### config.mk
export PLATFORM = sky130hd
export DESIGN_NAME = tqb_cfg
export DESIGN_NICKNAME = d
export VERILOG_FILES = /design/src/design/tqb_pkg.sv /design/src/design/tqb_cfg.sv
export SDC_FILE = /design/constraint.sdc
export NUM_CORES = 1
export LEC_CHECK = 0
export BUFFER_PORTS_ARGS = -buffer_cell sky130_fd_sc_hd__buf_2
export CORE_UTILIZATION = 35
export DETAILED_ROUTE_END_ITERATION = 12
export GPL_ROUTABILITY_DRIVEN = 0
export HOLD_SLACK_MARGIN = 0.03
export REMOVE_ABC_BUFFERS = 1
export SYNTH_ARGS = -nofsm -noshare
export SYNTH_HDL_FRONTEND = slang
export SYNTH_SLANG_ARGS = --single-unit
### constraint.sdc
create_clock -name aclk -period 5.95 [get_ports aclk]
set_input_delay 1.19 -clock aclk [delete_from_list [all_inputs] [get_ports aclk]]
set_output_delay 1.19 -clock aclk [all_outputs]
set_load 0.05 [all_outputs]
### src/design/tqb_pkg.sv
`timescale 1ns / 1ps
package tqb_pkg;

    localparam int TexMaxDim    = 64;
    localparam int ScreenMaxDim = 4096;
    localparam int StoreDepth   = TexMaxDim * TexMaxDim;
    localparam int AddrW        = $clog2(StoreDepth);
    localparam int TexDimW      = 7;
    localparam int QW           = $clog2(TexMaxDim);
    localparam int ScrW         = 13;
    localparam int CoordW       = 12;
    localparam int ScaleW       = 12;
    localparam int WdW          = ScaleW + TexDimW;
    localparam int PosW         = CoordW + 10;
    localparam int NumW         = WdW + 1 + QW;
    localparam int ChanW        = 8;
    localparam int BlW          = 26;
    localparam int BlendDiv     = 130050;
    localparam int BlendBias    = 65025;
    localparam int BlendRecip   = 33818121;
    localparam int BlendShift   = 42;
    localparam int RcpW         = 26;
    localparam int PrW          = BlW + RcpW;
    localparam int CfgIdxW      = 3;
    localparam int CfgDataW     = 24;
    localparam int InDataW      = 104;
    localparam int FifoDepth    = 4;
    localparam int FifoPtrW     = $clog2(FifoDepth);

    localparam logic FuncLoad = 1'b0;

    typedef enum logic [CfgIdxW-1:0] {
        REG_ORIGIN_X      = 3'd0,
        REG_ORIGIN_Y      = 3'd1,
        REG_SCALE_FACTOR  = 3'd2,
        REG_TINT_RGB      = 3'd3,
        REG_TEX_WIDTH     = 3'd4,
        REG_TEX_HEIGHT    = 3'd5,
        REG_SCREEN_WIDTH  = 3'd6,
        REG_SCREEN_HEIGHT = 3'd7
    } cfg_reg_t;

    typedef enum logic [1:0] {
        CLS_LOAD,
        CLS_SKIP,
        CLS_DRAW
    } item_cls_t;

    typedef struct packed {
        logic signed [15:0] origin_x;
        logic signed [15:0] origin_y;
        logic [TexDimW-1:0] tw;
        logic [TexDimW-1:0] th;
        logic [QW-1:0]      twm1;
        logic [QW-1:0]      thm1;
        logic [WdW-1:0]     wd;
        logic [WdW-1:0]     ht;
        logic [ScrW-1:0]    sw;
        logic [ScrW-1:0]    sh;
        logic [23:0]        tint;
    } cfg_t;

    typedef struct packed {
        item_cls_t      cls;
        logic [AddrW-1:0] addr;
        logic [31:0]    word;
        logic [WdW-1:0] dx;
        logic [WdW-1:0] dy;
    } item_t;

endpackage

### src/design/tqb_cfg.sv
`timescale 1ns / 1ps
module tqb_cfg (
    input  logic                          aclk,
    input  logic                          aresetn,
    input  logic                          cfg_valid,
    output logic                          cfg_ready,
    input  logic [tqb_pkg::CfgIdxW-1:0]   cfg_index,
    input  logic [tqb_pkg::CfgDataW-1:0]  cfg_data,
    output tqb_pkg::cfg_t                 cfg
);

    logic signed [15:0]              origin_x_reg, origin_y_reg;
    logic [tqb_pkg::ScaleW-1:0]      scale_reg;
    logic [23:0]                     tint_reg;
    logic [tqb_pkg::TexDimW-1:0]     tex_w_reg, tex_h_reg;
    logic [tqb_pkg::ScrW-1:0]        scr_w_reg, scr_h_reg;
    tqb_pkg::cfg_t                   cfg_reg, cfg_next;

    function automatic tqb_pkg::cfg_t derive(
        input logic signed [15:0]          ox,
        input logic signed [15:0]          oy,
        input logic [tqb_pkg::ScaleW-1:0]  sc,
        input logic [23:0]                 tn,
        input logic [tqb_pkg::TexDimW-1:0] tw_raw,
        input logic [tqb_pkg::TexDimW-1:0] th_raw,
        input logic [tqb_pkg::ScrW-1:0]    sw_raw,
        input logic [tqb_pkg::ScrW-1:0]    sh_raw
    );
        tqb_pkg::cfg_t d;
        logic [tqb_pkg::TexDimW-1:0] tw, th;
        tw = (tw_raw > tqb_pkg::TexDimW'(tqb_pkg::TexMaxDim)) ?
             tqb_pkg::TexDimW'(tqb_pkg::TexMaxDim) : tw_raw;
        th = (th_raw > tqb_pkg::TexDimW'(tqb_pkg::TexMaxDim)) ?
             tqb_pkg::TexDimW'(tqb_pkg::TexMaxDim) : th_raw;
        d.origin_x = ox;
        d.origin_y = oy;
        d.tw       = tw;
        d.th       = th;
        d.twm1     = tqb_pkg::QW'(tw - 1'b1);
        d.thm1     = tqb_pkg::QW'(th - 1'b1);
        d.wd       = tqb_pkg::WdW'(sc) * tqb_pkg::WdW'(tw);
        d.ht       = tqb_pkg::WdW'(sc) * tqb_pkg::WdW'(th);
        d.sw       = (sw_raw > tqb_pkg::ScrW'(tqb_pkg::ScreenMaxDim)) ?
                     tqb_pkg::ScrW'(tqb_pkg::ScreenMaxDim) : sw_raw;
        d.sh       = (sh_raw > tqb_pkg::ScrW'(tqb_pkg::ScreenMaxDim)) ?
                     tqb_pkg::ScrW'(tqb_pkg::ScreenMaxDim) : sh_raw;
        d.tint     = tn;
        return d;
    endfunction

    assign cfg_ready = 1'b1;
    assign cfg       = cfg_reg;

    always_comb begin
        cfg_next = derive(origin_x_reg, origin_y_reg, scale_reg, tint_reg,
                          tex_w_reg, tex_h_reg, scr_w_reg, scr_h_reg);
    end

    always_ff @(posedge aclk) begin
        if (!aresetn) begin
            origin_x_reg <= '0;
            origin_y_reg <= '0;
            scale_reg    <= tqb_pkg::ScaleW'(256);
            tint_reg     <= 24'hffffff;
            tex_w_reg    <= tqb_pkg::TexDimW'(64);
            tex_h_reg    <= tqb_pkg::TexDimW'(64);
            scr_w_reg    <= tqb_pkg::ScrW'(640);
            scr_h_reg    <= tqb_pkg::ScrW'(480);
            cfg_reg      <= derive(16'sd0, 16'sd0, tqb_pkg::ScaleW'(256), 24'hffffff,
                                   tqb_pkg::TexDimW'(64), tqb_pkg::TexDimW'(64),
                                   tqb_pkg::ScrW'(640), tqb_pkg::ScrW'(480));
        end else begin
            cfg_reg <= cfg_next;
            if (cfg_valid) begin
                unique case (tqb_pkg::cfg_reg_t'(cfg_index))
                    tqb_pkg::REG_ORIGIN_X:      origin_x_reg <= cfg_data[15:0];
                    tqb_pkg::REG_ORIGIN_Y:      origin_y_reg <= cfg_data[15:0];
                    tqb_pkg::REG_SCALE_FACTOR:  scale_reg <= cfg_data[tqb_pkg::ScaleW-1:0];
                    tqb_pkg::REG_TINT_RGB:      tint_reg <= cfg_data[23:0];
                    tqb_pkg::REG_TEX_WIDTH:     tex_w_reg <= cfg_data[tqb_pkg::TexDimW-1:0];
                    tqb_pkg::REG_TEX_HEIGHT:    tex_h_reg <= cfg_data[tqb_pkg::TexDimW-1:0];
                    tqb_pkg::REG_SCREEN_WIDTH:  scr_w_reg <= cfg_data[tqb_pkg::ScrW-1:0];
                    tqb_pkg::REG_SCREEN_HEIGHT: scr_h_reg <= cfg_data[tqb_pkg::ScrW-1:0];
                    default: ;
                endcase
            end
        end
    end

endmodule

==> results.txt <==
Max-cap violations: 0
Gr busiest metal: met2
Pre-antenna DRT Iters: 5
H-tree levels: 1
Worst path required time: 6.41 ns
Period Utilization, post-route: 0.907
Synth area leaders: dfxtp_1 (38%), fa_1 (15%), and2_1 (8.6%)
Root buf cell: clkbuf_16
WS Path Type: register to register
Min Clock Period, post-route: 5.40 ns
RSZ-0062 raised after global routing: false
P_sw: 913 uW
# rows: 71
Post-DP HPWL: 24700 um
Max FFs per register: 146
Largest net degree at the start of global routing: 78
Hold Crit Class: register to register
Share of synthesized flip-flops with an asynchronous set or reset: 0
DRT iter0 DRCs: 441
First-pass GRT wire length: 55000 um
Final net count: 1851
Yosys top cell by area: dfxtp_1
Met3 Use GR: 0.0545
Critical Path Start: tex_h_reg[6]$_SDFFE_PN1P_
Postcts setup bufs: 0
Hold_buf cts: 0
DIE WIDTH: 198 um
Vias: 10500
Pins Over Slew Limit: 0
Fraction of layout cells with a size suffix above 1: 0.146
Worst setup SP type: register
Layout fillers: 3836
M2 GR Usage: 0.298
Initial Util: 0.356
Warnings, synthesis: 0
Status: complete, no violations
Sw frac: 0.244
CTS tree: done
Mapped cell area: 13500 um^2
Count leader, synth: nand2_1
Worst VDD drop: 302 uV
WL final: 34400 um
Seq/Total Area, Yosys: 0.378
Post-synth top cells: nand2_1 (294), dfxtp_1 (254), and2_1 (184), inv_1 (126), a21oi_1 (106)
GR Util met1: 0.225
CP Cell Sequence: nor2b_1 -> nand2_1 -> fa_1 -> inv_1 -> fa_1 -> fa_1 -> inv_1 -> fa_1 -> inv_1 -> ha_1 -> a21o_1 -> a221oi_1 -> o21ai_1 -> nor3b_1 -> or3_1
I/O pin cnt: 177
Post_cts resized: 0
Gr usage total: 0.179
Routed length per instance: 15.8 um
Crit. End Element: register
Vias per cell: 4.80
Synthesized area per cell: 8.90 um^2
Setup Skew: 0.0197 ns
Library cells used by synthesis: 61
Fmax: 0.185 GHz
Crit path arrival time: 5.85 ns
Static Leakage: 7.36 nW
Combinational share of power: 0.057
Clock tree sinks: 254
Seq cells post-synth: 254
Internal Power: 2.82 mW
Final hold vios: 0
HP Start: tint_reg[21]$_SDFFE_PN1P_
Post-synthesis instance total: 1511
Post-route ant nets: 0
Critical path's slowest cell: nor2b_1
Tot Pwr: 3.74 mW
Worst-skew pair later-pin latency: 0.58 ns
Setup TNS Final: 0 ns
Clock slew seen by the registers of the worst setup and hold paths: 0.06 ns
Count of input and output buffers: 175
Initial antenna violation count: 4
Final setup viols: 0
Rel. slew slack: 0.264
Core area: 37800 um^2
Cell mode on critical path: fa_1
Max stage delay on crit path: 0.87 ns
Worst-margin pin slew: 1.10 ns
Most used DFF post-synth: dfxtp_1
Vias in the first global route: 10400
Area growth syn-to-layout: 16.6%
Clock power share: 0.474
Clk buf depth: 3
Die Y: 198 um
DRC viols: 0
Top delay family on crit path: adder cells
Total grt overflow: 0
CTS Buf Count: 29
Crit Path Max Fanout: 20
Worst Path Buf+Inv: 3
Top cell type's share of synthesized area: 0.378
Pwr/cell area: 238 nW/um^2
Flop pwr share: 0.469
Post-synth EDFFs: 0
R2r startpoint: tex_h_reg[6]$_SDFFE_PN1P_
Die Area: 39200 um^2
[routing by layer]
layer / up-vias / share of wire
met5: - / 0.00067
met4: 4 / 0.021
met3: 46 / 0.070
met2: 220 / 0.46
met1: 5098 / 0.45
li1: 5092 / -
[path summary, 6_finish.rpt]
kind,cells after the start,to,slack [ns]
worst max-delay path,15,cfg[66]$_SDFF_PN0_,0.55
worst min-delay path,1,cfg[21]$_SDFF_PN1_,0.43
worst max register to register,15,cfg[66]$_SDFF_PN0_,0.55
worst min register to register,1,cfg[21]$_SDFF_PN1_,0.43
[cells by family after synthesis]
logic type,count (synthesis),synth area share
AOI/OAI and AO/OA,202,0.0914
DFF,254,0.378
muxes,7,0.00558
buffers and inverters,209,0.0603
xor gates and xnor gates,18,0.0117
and+or+nand+nor,646,0.236
adders and majority gates,174,0.216
other,1,0.000279
[cell type report]
cell class / instances / area (um^2) / area share
Clock inverter: 12 / 140 / 0.00893
Multi-Input combinational cell: 1048 / 7560 / 0.482
Inverter: 126 / 474 / 0.0302
Tap cell: 511 / 639 / 0.0408
Sequential cell: 254 / 5080 / 0.324
Timing Repair Buffer: 188 / 976 / 0.0622
Antenna cell: 1 / 2.50 / 0.000160
Clock buffer: 40 / 807 / 0.0515
[cells in the final DEF (no fill, tap or decap), types with 4 or more instances in the layout]
master     count
a211o_1        4
a211oi_1       9
a21o_1        11
a21oi_1      106
and2_1       184
and3_1         6
buf_2        174
buf_4         14
clkbuf_1       7
clkbuf_16     29
clkbuf_8       4
clkinv_2       5
dfxtp_1      254
fa_1          98
ha_1          76
inv_1        125
mux2i_1        6
nand2_1      294
nand2b_1      31
nand3_1       41
nand4_1        6
nor2_1        34
nor2b_1       15
nor3_1         8
nor3b_1        4
nor4_1         7
o211ai_1      12
o21a_1         4
o21ai_0       26
or3_1          5
xnor2_1       11
xor2_1         7
[metrics by stage]
stage                     hold WS (ns)  std cells  instance area, um^2   util  setup WS (ns)
after detailed placement         0.422       2127                14700  0.390          0.569
after floorplan                  0.411       1428                13100      -           1.18
after CTS                        0.435       2179                15700  0.415          0.562
final                            0.432       2180                15700  0.415          0.554
after global placement           0.417       2127                14700  0.390          0.756
after global routing             0.455       2179                15700  0.415          0.184
[power by group through the flow]
stage | Combinational (mW) | Clock [mW] | Sequential [mW]
after floorplan | 0.0821 | 0 | 1.83
after global placement | 0.212 | 0 | 1.79
after detailed placement | 0.215 | 0 | 1.79
after CTS | 0.216 | 1.83 | 1.75
after global routing | 0.234 | 1.89 | 1.76
final | 0.211 | 1.77 | 1.75
Note: power is estimated with default switching activity, not from simulation.
