<file path="src/design/tqb_pkg.sv">
`timescale 1ns / 1ps
package tqb_pkg;

    localparam int TexMaxDim    = 64;
    localparam int ScreenMaxDim = 4096;
    localparam int StoreDepth   = TexMaxDim * TexMaxDim;
    localparam int AddrW        = $clog2(StoreDepth);
    localparam int TexDimW      = 7;
    localparam int QW           = $clog2(TexMaxDim);
    localparam int ScrW         = 13;
    localparam int CoordW       = 12;
    localparam int ScaleW       = 12;
    localparam int WdW          = ScaleW + TexDimW;
    localparam int PosW         = CoordW + 10;
    localparam int NumW         = WdW + 1 + QW;
    localparam int ChanW        = 8;
    localparam int BlW          = 26;
    localparam int BlendDiv     = 130050;
    localparam int BlendBias    = 65025;
    localparam int BlendRecip   = 33818121;
    localparam int BlendShift   = 42;
    localparam int RcpW         = 26;
    localparam int PrW          = BlW + RcpW;
    localparam int CfgIdxW      = 3;
    localparam int CfgDataW     = 24;
    localparam int InDataW      = 104;
    localparam int FifoDepth    = 4;
    localparam int FifoPtrW     = $clog2(FifoDepth);

    localparam logic FuncLoad = 1'b0;

    typedef enum logic [CfgIdxW-1:0] {
        REG_ORIGIN_X      = 3'd0,
        REG_ORIGIN_Y      = 3'd1,
        REG_SCALE_FACTOR  = 3'd2,
        REG_TINT_RGB      = 3'd3,
        REG_TEX_WIDTH     = 3'd4,
        REG_TEX_HEIGHT    = 3'd5,
        REG_SCREEN_WIDTH  = 3'd6,
        REG_SCREEN_HEIGHT = 3'd7
    } cfg_reg_t;

    typedef enum logic [1:0] {
        CLS_LOAD,
        CLS_SKIP,
        CLS_DRAW
    } item_cls_t;

    typedef struct packed {
        logic signed [15:0] origin_x;
        logic signed [15:0] origin_y;
        logic [TexDimW-1:0] tw;
        logic [TexDimW-1:0] th;
        logic [QW-1:0]      twm1;
        logic [QW-1:0]      thm1;
        logic [WdW-1:0]     wd;
        logic [WdW-1:0]     ht;
        logic [ScrW-1:0]    sw;
        logic [ScrW-1:0]    sh;
        logic [23:0]        tint;
    } cfg_t;

    typedef struct packed {
        item_cls_t      cls;
        logic [AddrW-1:0] addr;
        logic [31:0]    word;
        logic [WdW-1:0] dx;
        logic [WdW-1:0] dy;
    } item_t;

endpackage

</file>
<file path="src/design/tqb_fifo.sv">
`timescale 1ns / 1ps
module tqb_fifo (
    input  logic            aclk,
    input  logic            aresetn,
    input  logic            push,
    input  tqb_pkg::item_t  push_item,
    output logic            full,
    input  logic            pop,
    output logic            valid,
    output tqb_pkg::item_t  pop_item
);

    tqb_pkg::item_t                entry_reg [tqb_pkg::FifoDepth];
    logic [tqb_pkg::FifoPtrW-1:0]  wr_ptr_reg, rd_ptr_reg;
    logic [tqb_pkg::FifoPtrW:0]    count_reg, count_next;

    assign full     = (count_reg == (tqb_pkg::FifoPtrW+1)'(tqb_pkg::FifoDepth));
    assign valid    = (count_reg != '0);
    assign pop_item = entry_reg[rd_ptr_reg];

    always_comb begin
        count_next = count_reg;
        if (push && !pop) begin
            count_next = count_reg + 1'b1;
        end else if (pop && !push) begin
            count_next = count_reg - 1'b1;
        end
    end

    always_ff @(posedge aclk) begin
        if (!aresetn) begin
            wr_ptr_reg <= '0;
            rd_ptr_reg <= '0;
            count_reg  <= '0;
        end else begin
            count_reg <= count_next;
            if (push) begin
                wr_ptr_reg <= wr_ptr_reg + 1'b1;
            end
            if (pop) begin
                rd_ptr_reg <= rd_ptr_reg + 1'b1;
            end
        end
    end

    always_ff @(posedge aclk) begin
        if (push) begin
            entry_reg[wr_ptr_reg] <= push_item;
        end
    end

endmodule

</file>
<file path="config.mk">
export PLATFORM = sky130hd
export DESIGN_NAME = tqb_fifo
export DESIGN_NICKNAME = d
export VERILOG_FILES = /design/src/design/tqb_pkg.sv /design/src/design/tqb_fifo.sv
export SDC_FILE = /design/constraint.sdc
export NUM_CORES = 1
export LEC_CHECK = 0
export ABC_AREA = 1
export BUFFER_PORTS_ARGS = -buffer_cell sky130_fd_sc_hd__buf_2
export CAP_MARGIN = 25
export CORE_MARGIN = 2
export CORE_UTILIZATION = 45
export CTS_CLUSTER_SIZE = 12
export DETAILED_ROUTE_END_ITERATION = 10
export GPL_ROUTABILITY_DRIVEN = 1
export GPL_TIMING_DRIVEN = 1
export SYNTH_ARGS = -nofsm -noshare
export SYNTH_HDL_FRONTEND = slang
export SYNTH_SLANG_ARGS = --single-unit
export TNS_END_PERCENT = 10
</file>
<file path="constraint.sdc">
create_clock -name aclk -period 3.6 [get_ports aclk]
set_clock_uncertainty 0.05 [all_clocks]
set_input_delay 0.18 -clock aclk [delete_from_list [all_inputs] [get_ports aclk]]
set_output_delay 0.18 -clock aclk [all_outputs]
set_load 0.005 [all_outputs]
</file>
==> results.json, run 1 <==
{
  "ir_drop_uv": 370,
  "antenna_found_initial": 1,
  "cts_root_buf": "clkbuf_16",
  "final_nets": 1223,
  "rrSetupSlack_ns": 1.61,
  "p_leak_nw": 5.77,
  "maxCapViolations": 0,
  "coreArea_um2": 29600,
  "max_clock_freq_ghz": 0.342,
  "hp-class": "in2reg",
  "multi_input_comb_area_um2": 2820,
  "hpwl_mm": 14.7,
  "p_per_area_nw_per_um2": 532,
  "gp_congestion": 0.691,
  "tightest_slew_ns": 0.960,
  "ant_nets": 0,
  "status": "finished, final reports clean",
  "syn_nets": 965,
  "cp_num_buf_inv": 3,
  "r2r_end": "entry_reg[2][2]$_DFFE_PP_",
  "grt_use_total": 0.170,
  "path_cells": "inv_8 > buf_4 > o21ai_0 > o22ai_2 > buf_2",
  "port_buffers": 173,
  "power_frac_seq": 0.526,
  "synth_seq_cells": 345,
  "num_vias": 7845,
  "timing.slew.headroom": 0.360,
  "internal-power_mw": 6.89,
  "seq_area_um2": 10300,
  "worstHoldStart": "push_item[28]",
  "place_area_um2": 14700,
  "finalCritPeriodShare": 0.812,
  "gr-total-overflow": 0,
  "most-common-layout-cells": "edfxtp_1 (336), buf_2 (173), o21ai_0 (138), nor2_1 (134), dlygate4sd3_1 (87)",
  "fp.dieW_um": 177,
  "start_util": 0.456,
  "fillCellCount": 2431,
  "grt_max_degree": 108,
  "clockPowerShare": 0.376,
  "cp-end-kind": "output pin",
  "cts_buffer_depth": 3,
  "yosysUniqueCellTypes": 24,
  "crit_path_max_incr_delay_ns": 0.60,
  "required_ns": 3.37,
  "vias_per_cell": 5.09,
  "largest_reg_flops": 336,
  "syn_to_final_growth_pct": 22.8,
  "synth_simple_gate_area_frac": 0.0745,
  "switchingPower_mw": 1.95,
  "crit_family": "buffers and inverters",
  "hold_path_end": "entry_reg[0][28]$_DFFE_PP_",
  "die_h_um": 177,
  "synth_adder_area_share": 0.00611,
  "cts_tree": "built",
  "drive_above_1_share": 0.288,
  "cts_buffers": 37,
  "yosysSeqAreaShare": 0.759,
  "ios": 174,
  "timing.setup.tns_ns": 0,
  "row_count": 63,
  "comb_power_share": 0.098,
  "cp_data_arrival_time_ns": 2.69,
  "rsz0062_at_grt": "no",
  "power_mw": 8.84,
  "hold_depth": 2,
  "drv_slew": 0,
  "drc": 0,
  "critPathMaxFanout": 107,
  "clock_latency_ns": 0.50,
  "wl_per_cell_um": 17.6,
  "grt_pass1_vias": 7543,
  "cts.clk_slew.worst_paths_ns": 0.06,
  "syn-cell-area_um2": 13500,
  "synthCells": 871,
  "synth_mux_area_frac": 0,
  "worstReg2RegStart": "wr_ptr_reg[0]$_SDFFE_PN0P_",
  "layout_commonest_cell": "edfxtp_1",
  "ctsHtreeMaxLevel": 2,
  "critPathKind": "reg2out",
  "synth-xor-area-share": 0,
  "synth_compound_area_frac": 0.128,
  "die-area_um2": 31500,
  "setup_viol_count_final": 0,
  "utilization": 0.560,
  "critPathSlowestCell": "inv_8",
  "whs_ns": 0.380,
  "rr_worst_depth": 5,
  "clkSinkCount": 345,
  "routed_wl_mm": 27.1,
  "dr.pass1.iters": 4,
  "period_needed_ns": 2.92,
  "postLayoutCellArea_um2": 16600,
  "critPathLaunchType": "register",
  "synth_top_family_by_area": "compound AO/OA/AOI/OAI gates",
  "yosys_warnings": 0,
  "switching_share": 0.220,
  "grt_pass1_wl_mm": 41.4,
  "hold_viol_final": 0,
  "drtIter0Drc": 495,
  "avgSynthCellArea_um2": 15.5
}
==> layout make-up <==
class,instances,area share
Inverter,17,0.00497
Clock inverter,11,0.00445
Clock buffer,49,0.0585
Multi-Input combinational cell,455,0.170
Antenna cell,1,0.000151
Tap cell,390,0.0294
Timing Repair Buffer,273,0.114
Sequential cell,345,0.619
==> how the worst max path moves through the flow <==
stage,start,end,cells past startpoint
2_1_floorplan,wr_ptr_reg[0]$_SDFFE_PN0P_,entry_reg[2][0]$_DFFE_PP_,4
3_3_place_gp,register,pop_item[7],5
3_5_place_dp,register,pop_item[7],5
4_1_cts,register,pop_item[7],5
5_1_grt,register,pop_item[6],5
6_report,register,pop_item[7],5
==> cell usage after synthesis <==
| cell type | n | area [um2] |
|---|---|---|
| ha_1 | 5 | 62.6 |
| a21oi_1 | 4 | 20.0 |
| buf_6 | 8 | 90.1 |
| nor2_4 | 40 | 450 |
| o21ai_1 | 20 | 100 |
| nor3_1 | 1 | 5.00 |
| edfxtp_1 | 336 | 10100 |
| o22ai_1 | 44 | 275 |
| nand3_1 | 1 | 5.00 |
| o21ai_2 | 16 | 140 |
| nand2_1 | 10 | 37.5 |
| nor2_1 | 134 | 503 |
| buf_2 | 10 | 50.1 |
| buf_4 | 3 | 22.5 |
| o21ai_0 | 138 | 691 |
| o22ai_2 | 40 | 500 |
| inv_6 | 1 | 8.76 |
| fa_1 | 1 | 20.0 |
| buf_12 | 5 | 100 |
| inv_1 | 15 | 56.3 |
| clkbuf_1 | 28 | 105 |
| nand4_1 | 1 | 6.26 |
| inv_2 | 1 | 3.75 |
| dfxtp_1 | 9 | 180 |
==> metrics by stage <==
| stage | cells | worst slack, ns |
|---|---|---|
| floorplan | 871 | 0.898 |
| global placement | 1393 | 1.26 |
| detailed placement | 1393 | 1.21 |
| CTS | 1540 | 0.672 |
| global route | 1541 | 0.525 |
| finish | 1541 | 0.677 |
==> logic make-up (layout without fill, tap and decap cells) <==
group           after synthesis  count (layout)
flops                       345             345
compound gates              262             262
simple gates                187             187
buf+inv                      71             350
fa+ha+maj                     6               6
other cells                   0               1
==> power by group through the flow <==
stage | Combinational, mW | Clock, mW | Sequential, mW
finish | 0.870 | 3.32 | 4.64
global route | 0.966 | 3.56 | 4.66
CTS | 0.891 | 3.41 | 4.65
detailed placement | 0.813 | 0 | 4.73
global placement | 0.802 | 0 | 4.73
floorplan | 0.483 | 0 | 4.72
==> metal layers <==
| metal | share of wire | up-vias | routed length, um | track usage |
|---|---|---|---|---|
| met1 | 0.44 | 3832 | 12000 | 0.228 |
| met3 | 0.050 | 43 | 1360 | 0.0341 |
| met2 | 0.48 | 172 | 13100 | 0.285 |
| met5 | 0 | - | 0 | 0 |
| met4 | 0.021 | 0 | 558 | 0.0485 |
| li1 | - | 3798 | - | - |
==> what timing repair did <==
item,in CTS,in global routing
gates resized for setup,0,0
endpoints found under the hold margin,345,0
buffers inserted,0,0
hold buffers,87,0
Power figures use the tool's default switching activity.
==> run 2: changes to the inputs <==
==> constraint.sdc (replaced) <==
create_clock -name aclk -period 2.75 [get_ports aclk]
set_clock_uncertainty 0.05 [all_clocks]
set_input_delay 0.1375 -clock aclk [delete_from_list [all_inputs] [get_ports aclk]]
set_output_delay 0.1375 -clock aclk [all_outputs]
set_load 0.005 [all_outputs]
==> results.json, run 2 (synthesis results as in run 1) <==
{
  "rsz0062_at_grt": "no",
  "gr-total-overflow": 0,
  "rr_worst_depth": 5,
  "r2r_end": "entry_reg[0][32]$_DFFE_PP_",
  "dp.cells": 1398,
  "gp_congestion": 0.715,
  "switching_share": 0.221,
  "met3_usage": 0.0413,
  "switchingPower_mw": 2.56,
  "postLayoutCellArea_um2": 16700,
  "utilization": 0.564,
  "largest_reg_flops": 336,
  "ctsResizeCount": 0,
  "maxCapViolations": 0,
  "worstReg2RegStart": "wr_ptr_reg[0]$_SDFFE_PN0P_",
  "ios": 174,
  "crit_end": "pop_item[10]",
  "cts.clk_slew.worst_paths_ns": 0.06,
  "final_nets": 1228,
  "fp.dieW_um": 177,
  "cts_tree": "built",
  "cts_buffer_depth": 3,
  "drive_above_1_share": 0.295,
  "start_util": 0.456,
  "dr.pass1.iters": 4,
  "ir_drop_uv": 540,
  "required_ns": 2.56,
  "place_area_um2": 14800,
  "hold_depth": 2,
  "die-area_um2": 31500,
  "grt_use_met1": 0.231,
  "grt_pass1_wl_mm": 42.2,
  "hp-class": "in2reg",
  "grt_max_degree": 141,
  "grt_use_total": 0.174,
  "cts_root_buf": "clkbuf_16",
  "busiest_layer": "met2",
  "die_h_um": 177,
  "most-common-layout-cells": "edfxtp_1 (336), buf_2 (173), o21ai_0 (138), nor2_1 (134), dlygate4sd3_1 (87)",
  "critPathKind": "reg2out",
  "fillCellCount": 2429,
  "drc": 0,
  "p_leak_nw": 5.83,
  "cp_data_arrival_time_ns": 2.20,
  "status": "finished, final reports clean",
  "cts_buffers": 37,
  "num_vias": 7943,
  "comb_power_share": 0.102,
  "syn_to_final_growth_pct": 23.7,
  "drtIter0Drc": 467,
  "internal-power_mw": 9.00,
  "cp-end-kind": "output pin",
  "setup_viol_count_final": 0,
  "period_needed_ns": 2.38,
  "multi_input_comb_area_um2": 2820,
  "max_clock_freq_ghz": 0.420,
  "layout_commonest_cell": "edfxtp_1",
  "critPathMaxFanout": 56,
  "grt_pass1_vias": 7785,
  "timing.setup.tns_ns": 0,
  "clockPowerShare": 0.372,
  "p_per_area_nw_per_um2": 691,
  "ant_nets": 0,
  "row_count": 63,
  "tightest_slew_ns": 0.596,
  "critPathLaunchType": "register",
  "ctsHtreeMaxLevel": 2,
  "antenna_found_initial": 2,
  "power_frac_seq": 0.526,
  "wl_per_cell_um": 17.9,
  "drv_slew": 0,
  "clkSinkCount": 345,
  "port_buffers": 173,
  "hold_viol_final": 0,
  "clock_latency_ns": 0.49,
  "seq_area_um2": 10300,
  "use_met2": 0.291,
  "hpwl_mm": 15.1,
  "timing.slew.headroom": 0.603,
  "coreArea_um2": 29600,
  "routed_wl_mm": 27.7,
  "vias_per_cell": 5.14,
  "rrSetupSlack_ns": 0.95,
  "stdcell_count": 1546,
  "finalCritPeriodShare": 0.867
}
-- run 2: changes by cell type in the layout (fill, tap and decap cells not counted), sizes merged --
cell and delta:
clkinvlp -1, bufinv -1, clkinv +1, diode +1, buf +5
-- run 2: power groups by stage --
| stage | registers [mW] | clock network, mW | logic [mW] |
|---|---|---|---|
| global placement | 6.18 | 0 | 1.08 |
| finish | 6.07 | 4.30 | 1.18 |
| floorplan | 6.18 | 0 | 0.632 |
| global route | 6.09 | 4.63 | 1.30 |
| detailed placement | 6.19 | 0 | 1.10 |
| CTS | 6.08 | 4.41 | 1.20 |
-- run 2: final cells by class --
class	instances	area share
clock buffers	49	0.0593
flip-flops and latches	345	0.614
well taps	390	0.0292
multi-input cells	455	0.168
diodes	2	0.000299
repair buffers	278	0.121
clock inverters	10	0.00269
inverters	17	0.00494
-- run 2: how the worst min path moves through the flow --
stage | to | start | slack [ns]
finish | entry_reg[1][53]$_DFFE_PP_ | push_item[53] | 0.33
global route | entry_reg[0][13]$_DFFE_PP_ | push_item[13] | 0.33
CTS | entry_reg[3][9]$_DFFE_PP_ | push_item[9] | 0.32
detailed placement | entry_reg[1][51]$_DFFE_PP_ | push_item[51] | 0.30
global placement | entry_reg[2][51]$_DFFE_PP_ | push_item[51] | 0.30
floorplan | entry_reg[0][0]$_DFFE_PP_ | push_item[0] | 0.19
-- run 2: per-stage QoR --
stage / total power [mW] / hold WS, ns / worst slack, ns
finish: 11.6 / 0.334 / 0.366
global route: 12.0 / 0.327 / 0.199
CTS: 11.7 / 0.315 / 0.310
detailed placement: 7.28 / 0.303 / 0.866
global placement: 7.27 / 0.303 / 0.872
floorplan: 6.81 / 0.186 / 0.0480
-- run 2: timing repair --
| action | 4_1_cts | 5_1_grt |
|---|---|---|
| hold endpoints to repair | 345 | 0 |
| hold buffers | 87 | 0 |
| endpoints found under the setup margin | 0 | 0 |
| buffers inserted | 0 | 0 |
-- run 2: critical path: stages, from the launching register on --
cell and delay [ns]:
dfxtp_4 0.45, inv_8 0.38, buf_12 0.35, o21ai_0 0.17, o22ai_2 0.12, buf_2 0.16
-- run 2: metal layers --
layer	vias to the layer above	part of all wire
li1	3805	-
met1	3936	0.44
met2	172	0.49
met3	30	0.056
met4	0	0.015
met5	-	0
