`src/design/tqb_pkg.sv`:
```
`timescale 1ns / 1ps
package tqb_pkg;

    localparam int TexMaxDim    = 64;
    localparam int ScreenMaxDim = 4096;
    localparam int StoreDepth   = TexMaxDim * TexMaxDim;
    localparam int AddrW        = $clog2(StoreDepth);
    localparam int TexDimW      = 7;
    localparam int QW           = $clog2(TexMaxDim);
    localparam int ScrW         = 13;
    localparam int CoordW       = 12;
    localparam int ScaleW       = 12;
    localparam int WdW          = ScaleW + TexDimW;
    localparam int PosW         = CoordW + 10;
    localparam int NumW         = WdW + 1 + QW;
    localparam int ChanW        = 8;
    localparam int BlW          = 26;
    localparam int BlendDiv     = 130050;
    localparam int BlendBias    = 65025;
    localparam int BlendRecip   = 33818121;
    localparam int BlendShift   = 42;
    localparam int RcpW         = 26;
    localparam int PrW          = BlW + RcpW;
    localparam int CfgIdxW      = 3;
    localparam int CfgDataW     = 24;
    localparam int InDataW      = 104;
    localparam int FifoDepth    = 4;
    localparam int FifoPtrW     = $clog2(FifoDepth);

    localparam logic FuncLoad = 1'b0;

    typedef enum logic [CfgIdxW-1:0] {
        REG_ORIGIN_X      = 3'd0,
        REG_ORIGIN_Y      = 3'd1,
        REG_SCALE_FACTOR  = 3'd2,
        REG_TINT_RGB      = 3'd3,
        REG_TEX_WIDTH     = 3'd4,
        REG_TEX_HEIGHT    = 3'd5,
        REG_SCREEN_WIDTH  = 3'd6,
        REG_SCREEN_HEIGHT = 3'd7
    } cfg_reg_t;

    typedef enum logic [1:0] {
        CLS_LOAD,
        CLS_SKIP,
        CLS_DRAW
    } item_cls_t;

    typedef struct packed {
        logic signed [15:0] origin_x;
        logic signed [15:0] origin_y;
        logic [TexDimW-1:0] tw;
        logic [TexDimW-1:0] th;
        logic [QW-1:0]      twm1;
        logic [QW-1:0]      thm1;
        logic [WdW-1:0]     wd;
        logic [WdW-1:0]     ht;
        logic [ScrW-1:0]    sw;
        logic [ScrW-1:0]    sh;
        logic [23:0]        tint;
    } cfg_t;

    typedef struct packed {
        item_cls_t      cls;
        logic [AddrW-1:0] addr;
        logic [31:0]    word;
        logic [WdW-1:0] dx;
        logic [WdW-1:0] dy;
    } item_t;

endpackage

```
`src/design/tqb_front.sv`:
```
`timescale 1ns / 1ps
module tqb_front (
    input  logic                          aclk,
    input  logic                          aresetn,
    input  logic                          s_tvalid,
    output logic                          s_tready,
    input  logic [tqb_pkg::InDataW-1:0]   s_tdata,
    input  logic                          s_tuser,
    input  tqb_pkg::cfg_t                 cfg,
    input  logic                          fifo_full,
    output logic                          push,
    output tqb_pkg::item_t                push_item
);

    logic                        in_vld_reg;
    logic                        in_func_reg;
    logic [tqb_pkg::InDataW-1:0] in_data_reg;

    logic [tqb_pkg::CoordW-1:0]      px, py;
    logic signed [tqb_pkg::PosW-1:0] dx, dy;
    logic                            in_rect;

    assign s_tready = !in_vld_reg || !fifo_full;
    assign push     = in_vld_reg && !fifo_full;

    always_ff @(posedge aclk) begin
        if (!aresetn) begin
            in_vld_reg <= 1'b0;
        end else if (s_tready) begin
            in_vld_reg <= s_tvalid;
        end
    end

    always_ff @(posedge aclk) begin
        if (s_tready && s_tvalid) begin
            in_func_reg <= s_tuser;
            in_data_reg <= s_tdata;
        end
    end

    always_comb begin
        px = in_data_reg[55:44];
        py = in_data_reg[67:56];
        dx = $signed({2'b00, px, 8'h00})
           - ($signed(tqb_pkg::PosW'(cfg.origin_x)) <<< 4);
        dy = $signed({2'b00, py, 8'h00})
           - ($signed(tqb_pkg::PosW'(cfg.origin_y)) <<< 4);
        in_rect = (dx > 0) && (dx < $signed(tqb_pkg::PosW'(cfg.wd)))
               && (dy > 0) && (dy < $signed(tqb_pkg::PosW'(cfg.ht)))
               && (tqb_pkg::ScrW'(px) < cfg.sw) && (tqb_pkg::ScrW'(py) < cfg.sh);

        push_item.addr = in_data_reg[11:0];
        push_item.dx   = dx[tqb_pkg::WdW-1:0];
        push_item.dy   = dy[tqb_pkg::WdW-1:0];
        if (in_func_reg == tqb_pkg::FuncLoad) begin
            push_item.cls  = tqb_pkg::CLS_LOAD;
            push_item.word = in_data_reg[43:12];
        end else begin
            push_item.cls  = in_rect ? tqb_pkg::CLS_DRAW : tqb_pkg::CLS_SKIP;
            push_item.word = in_data_reg[99:68];
        end
    end

endmodule

```
`config.mk`:
```
export PLATFORM = sky130hd
export DESIGN_NAME = tqb_front
export DESIGN_NICKNAME = d
export VERILOG_FILES = /design/src/design/tqb_pkg.sv /design/src/design/tqb_front.sv
export SDC_FILE = /design/constraint.sdc
export NUM_CORES = 1
export LEC_CHECK = 0
export ABC_AREA = 0
export BUFFER_PORTS_ARGS = -buffer_cell sky130_fd_sc_hd__buf_2
export CORE_MARGIN = 2
export CORE_UTILIZATION = 25
export CTS_BUF_LIST = sky130_fd_sc_hd__clkbuf_2 sky130_fd_sc_hd__clkbuf_4 sky130_fd_sc_hd__clkbuf_8
export DETAILED_ROUTE_END_ITERATION = 16
export PLACE_DENSITY = 0.49
export SETUP_SLACK_MARGIN = 0.1
export SLEW_MARGIN = 40
export SYNTH_ARGS = -nofsm -noshare
export SYNTH_HDL_FRONTEND = slang
export SYNTH_SLANG_ARGS = --single-unit
```
`constraint.sdc`:
```
create_clock -name aclk -period 4.6 [get_ports aclk]
set_input_delay 0.69 -clock aclk [delete_from_list [all_inputs] [get_ports aclk]]
set_output_delay 0.69 -clock aclk [all_outputs]
set_load 0.005 [all_outputs]
```
==> results by group, run 1 <==
Clocking
  – CTS buffer count: 9
  – CTS tree: done
  – Clk root buf: clkbuf_8
  – Clk Latency, worst-skew pair: 0.38 ns
  – CTS Sinks: 102
  – Clock Path Buffers: 2
  – Clk slew on worst S/H paths: 0.12 ns
  – Htree depth: 3

Logic synthesis
  – Ys Warns: 0
  – Synth Instances: 578
  – Top FF cell, synth: edfxtp_1
  – Register area share after synthesis: 47.00%
  – #FFs+latches synth: 102
  – Async set or reset register ratio after synthesis: 0%
  – Post-synth EDFFs: 101
  – Share of the synthesized area in the top cell type: 46.70%
  – Post-synth top area cell: edfxtp_1
  – Synth top area cells: edfxtp_1 47%, ha_1 15%, mux2_2 5.5%
  – Syn avg cell area: 11.24 sq um
  – Mapped cell area: 6495 sq um
  – Distinct cells, synth: 60

Timing
  – RSZ-0062 raised after global routing: true
  – WHS: 0.4642 ns
  – Clock skew: 0.01813 ns
  – Final Slew Violations: 0
  – Worst Max-Slew Pin Slew: 0.7473 ns
  – Max Fclk: 0.2013 GHz
  – Relative slew slack: 50.18%
  – Final Hold Viols: 0
  – Setup ws final: -0.3675 ns
  – # setup viols final: 2
  – Period minus WS final: 4.967 ns
  – Crit share post-route: 108.0%

Global routing
  – Vias in the first global route: 5498
  – First-pass GRT wire length: 27080 microns
  – Largest net degree at the start of global routing: 54
  – Initial antenna violation count: 6
  – Overall Global Routing Usage: 13.02%
  – Global route overflow: 0

Power and ir drop
  – Gate power share: 31.3%
  – Sequential power share: 45.0%
  – Psw: 0.7565 mW
  – Pwr Total: 2.459 mW
  – Power density over the cells: 269.0 nW/um^2
  – Sw Share: 30.76%
  – Pint: 1.703 mW
  – Leak Pwr: 4.377 nW
  – VDD IR-drop max: 0.1421 mV
  – Clock share of power: 23.7%

Place
  – Gpl congestion: 0.8317
  – Post-detail-place hpwl: 15170 microns
  – Buffers on Ports: 278

Floorplan
  – Starting Density: 25.64%
  – Die height: 165.2 microns
  – Core area: 25330 sq um
  – Die area: 27280 sq um
  – Horiz. Die Dim: 165.2 microns
  – Top-Level Pins: 341
  – Row cnt: 58

Outcome
  – Failing checks: setup timing
  – Status: finished, violations left

Worst hold path
  – Type of the most critical hold path: in2reg

Critical path
  – CP max FO: 2
  – Critical Path AT: 4.28 ns
  – Critical Path RT: 3.91 ns
  – Worst Setup Path Type: reg2out
  – Startpoint Class: flop
  – CP endpoint kind: primary output

Drt
  – DR vias/cell: 4.255
  – Via count: 5421
  – Initial DRC Count: 241
  – DRT Pass-1 Iters: 4
  – # DRC: 0
  – Final ANT Viol Nets: 0
  – Wire per inst: 14.15 microns
  – Routed Wire Length: 18020 microns

Cells and area
  – Layout cells sized above 1: 47.34%
  – Nets: 1269
  – Syn-to-layout area delta: 40.74%
  – Max FFs per register: 100

Run
  – # Max-Cap Violations: 0
==> synth_stat cells, drive strengths merged, types with 2 or more instances <==
library cell and n:
edfxtp 101, inv 88, ha 79, mux2 32
a21oi 31, o21ai 30, nor2 25, buf 24
xnor2 21, nand2 19, a21o 10, nand3 9
nor3 9, a31oi 6, nor2b 6, a211oi 5
nand2b 5, o21a 5, and2 4, nor4 4
or2 4, xor2 4, a2111o 3, a2111oi 3
a31o 3, clkbuf 3, o211ai 3, o22ai 3
or4 3, a211o 2, a221oi 2, a311oi 2
and3 2, nand3b 2, nand4bb 2, o21bai 2
o31a 2
==> routing by layer <==
metal | share of wire, % | global-route usage (%) | vias up
met1 | 44 | 16.03 | 2406
met4 | 1.1 | 3.360 | 6
li1 | - | - | 2796
met5 | 0.24 | 0 | -
met2 | 46 | 21.91 | 197
met3 | 8.5 | 4.321 | 16
==> power groups by stage <==
stage	Sequential, mW	Clock [mW]	Combinational (mW)
floorplan	1.12	0	0.396
global placement	1.13	0	0.745
detailed placement	1.13	0	0.749
CTS	1.11	0.616	0.768
global route	1.11	0.647	0.868
finish	1.11	0.584	0.769
==> kinds of logic (layout without fill, tap and decap cells) <==
logic type / Yosys count / after routing / synth area share [%]
AOI/OAI and AO/OA: 122 / 122 / 12.43
xor gates and xnor gates: 25 / 25 / 3.371
adders and majority gates: 80 / 80 / 15.37
buffers and inverters: 115 / 470 / 7.918
DFF: 102 / 102 / 47.00
muxes: 32 / 32 / 5.548
other: 1 / 12 / 0.05774
and+or+nand+nor: 101 / 101 / 8.303
==> worst max-delay path: stages (launching register included) <==
cell and delay (ns):
edfxtp_1 0.43, ha_1 0.31, a2111oi_0 0.50, nand2_1 0.10
o211ai_1 0.29, xnor2_1 0.21, ha_1 0.30, a21o_1 0.20
a2111oi_2 0.36, o21ai_1 0.14, nor4_2 0.17, o2111a_1 0.21
o31a_1 0.16, o41ai_2 0.09, o31a_1 0.28, buf_2 0.13
==> final cells by class <==
| type | count | area [sq um] |
|---|---|---|
| Inverter | 88 | 330.3 |
| Sequential cell | 102 | 3053 |
| Multi-Input combinational cell | 368 | 3085 |
| Timing Repair Buffer | 366 | 2052 |
| Tap cell | 330 | 412.9 |
| Fill cell | 2588 | 16190 |
| Antenna cell | 4 | 10.01 |
| Clock buffer | 9 | 123.9 |
| Clock inverter | 7 | 73.82 |
==> cell usage in the layout, fill, tap and decap left out, types with 9 or more instances in the layout <==
master / count
nor2_1: 25
clkbuf_8: 9
nand2_1: 19
edfxtp_1: 101
mux2_2: 32
ha_1: 75
buf_2: 278
inv_1: 86
xnor2_1: 21
o21ai_0: 26
nor3_1: 9
a21oi_1: 28
buf_4: 88
a21o_1: 10
==> timing repair <==
action / CTS / global route
pin swaps: 10 / 10
endpoints found under the setup margin: 2 / 2
hold buffers: 0 / 0
resized for setup: 11 / 6
buffers inserted: 3 / 5
==> worst paths after layout <==
check,start,to,slack (ns),cells past startpoint
hold reg to reg,in_vld_reg,in_vld_reg,0.56,2
setup / recovery,in_data_reg[64],push_item[82],-0.37,15
setup reg to reg,in_vld_reg,in_data_reg[8],2.75,3
hold / removal,s_tdata[43],in_data_reg[43],0.46,1
==> per-stage QoR <==
step	setup WS, ns	TNS [ns]	instances	cell area [sq um]	util (%)
floorplan	0.1209	0	585	6585	-
global placement	-0.5323	-1.028	1246	8808	34.78
detailed placement	-0.6561	-1.288	1246	8808	34.78
CTS	-0.4809	-0.9319	1265	9071	35.82
global route	-0.6492	-1.250	1270	9131	36.05
finish	-0.3675	-0.6927	1274	9141	36.09
(Power assumes the default switching activity.)
==> run 2: changes to the inputs <==
Settings changed: CELL_PAD_IN_SITES_DETAIL_PLACEMENT set to 0, CELL_PAD_IN_SITES_GLOBAL_PLACEMENT set to 1, PLACE_DENSITY 0.49 to 0.63.
==> run 2 against run 1 <==
Compared with the run above: the flow still finishes with violations (setup timing); sequential share of layout area down 0.31 points; die area unchanged; cell area increased by 0.94%; worst hold slack improved by 0.011 ns; critical path depth up 2; cell count is 0.31% higher; largest cell class unchanged; clock power up 15%; routed wire length increased by 1.9%; highest routed layer unchanged; largest power group unchanged; sequential cell count did not move.
==> results by group, run 2 (same netlist as run 1, synthesis figures left out) <==
Timing
  – Crit share post-route: 107.9%
  – Setup ws final: -0.3639 ns
  – RSZ-0062 raised after global routing: true
  – Final Slew Violations: 0
  – Setup tns final: -0.7138 ns
  – Max Fclk: 0.2015 GHz
  – # setup viols final: 2
  – Relative slew slack: 61.88%
  – WHS: 0.4747 ns
  – Period minus WS final: 4.964 ns
  – Final Hold Viols: 0
  – Worst Max-Slew Pin Slew: 0.5675 ns
  – Clock skew: 0.01312 ns

Critical path
  – Startpoint Class: flop
  – Critical Path RT: 3.91 ns
  – Path depth of the worst reg2reg path: 3
  – CP endpoint kind: primary output
  – Worst Setup Path Type: reg2out
  – Critical Path AT: 4.27 ns
  – CP max FO: 4

Power and ir drop
  – Leak Pwr: 4.423 nW
  – Pwr Total: 2.577 mW
  – Power density over the cells: 279.2 nW/um^2
  – VDD IR-drop max: 0.2170 mV

Drt
  – # DRC: 0
  – DRT Pass-1 Iters: 4
  – Via count: 5432
  – Wire per inst: 14.37 microns
  – Final ANT Viol Nets: 0
  – Routed Wire Length: 18360 microns
  – Initial DRC Count: 154
  – DR vias/cell: 4.250

Global routing
  – Overall Global Routing Usage: 13.29%
  – Global route overflow: 0
  – Vias in the first global route: 5614
  – First-pass GRT wire length: 27700 microns
  – Largest net degree at the start of global routing: 44
  – Initial antenna violation count: 4

Cells and area
  – Most frequent cells in the layout: 278 x buf_2, 101 x edfxtp_1, 91 x buf_4
  – Final core occ: 36.43%
  – Max FFs per register: 100
  – Layout cells sized above 1: 47.30%
  – Commonest non-fill, non-tap cell in the layout: buf_2
  – Finished Layout Cells: 1278
  – Syn-to-layout area delta: 42.07%
  – Nets: 1274
  – Cell area after layout: 9228 sq um

Clocking
  – CTS buffer count: 9
  – Htree depth: 3
  – Hold buffers post-CTS: 0
  – Clk root buf: clkbuf_8
  – CTS Sinks: 102
  – CTS tree: done
  – Clk Latency, worst-skew pair: 0.38 ns
  – Clk slew on worst S/H paths: 0.11 ns
  – Clock Path Buffers: 2

Floorplan
  – Row cnt: 58
  – Starting Density: 25.64%
  – Core area: 25330 sq um
  – Top-Level Pins: 341
  – Die area: 27280 sq um
  – Die height: 165.2 microns
  – Horiz. Die Dim: 165.2 microns

Place
  – Post-DP Area: 8840 sq um
  – Post-placement worst setup slack: -0.6813 ns
  – Post-detail-place hpwl: 15500 microns
  – Buffers on Ports: 278
  – Placed cells: 1248
  – Gpl congestion: 0.8392

Run
  – # Max-Cap Violations: 0

Worst hold path
  – WHS Path Cells: 1
  – Type of the most critical hold path: in2reg

Outcome
  – Status: finished, violations left
  – Failing checks: setup timing
run 2: cell count changes in the layout (fill, tap and decap cells not counted), sizes merged:
| cell | change |
|---|---|
| buf | +5 |
| bufinv | +2 |
| clkinv | -2 |
| clkinvlp | +1 |
| diode | -1 |
| inv | -1 |
run 2: area by class of cell:
type | count | area (sq um)
clock buffer | 9 | 123.9
tap | 330 | 412.9
antenna | 3 | 7.507
fill | 2591 | 16100
sequential | 102 | 3053
inverter | 88 | 330.3
clock inverter | 7 | 115.1
multi-input combinational | 368 | 3079
timing repair buffer | 371 | 2106
run 2: final timing paths:
| path | from | end | slack, ns |
|---|---|---|---|
| max | in_data_reg[58] | push_item[82] | -0.36 |
| min | s_tdata[57] | in_data_reg[57] | 0.47 |
| max reg2reg | in_vld_reg | in_data_reg[36] | 3.05 |
| min reg2reg | in_vld_reg | in_vld_reg | 0.54 |
run 2: layer usage:
layer / global-route usage (%) / part of all wire, % / up-vias
met5: 0 / 0.060 / -
met4: 3.874 / 1.1 / 2
met3: 4.096 / 8.0 / 13
met2: 22.50 / 47 / 192
met1: 16.25 / 44 / 2420
li1: - / - / 2805
run 2: what timing repair did:
action	in CTS	in global routing
setup buffers	9	2
pin swaps	11	8
endpoints found under the hold margin	0	0
setup endpoints to repair	2	2
gates resized for setup	7	8
run 2: critical path, stage by stage (launching register included):
cell and delay [ns]:
edfxtp_1 0.43, ha_2 0.22, or2_4 0.25, a311oi_2 0.31, nor4_2 0.09, a221oi_2 0.29, o21bai_1 0.14, xor2_1 0.26
ha_1 0.31, buf_4 0.16, a2111oi_4 0.31, o21ai_2 0.11, nor4_2 0.17, o2111a_1 0.21, o31a_1 0.18, o41ai_2 0.10
o31a_1 0.24, buf_2 0.13
run 2: report_power, final:
part / switching [mW] / internal (mW) / total (mW)
logic: 0.377 / 0.420 / 0.797
registers: 0.0207 / 1.09 / 1.11
clock network: 0.352 / 0.321 / 0.673
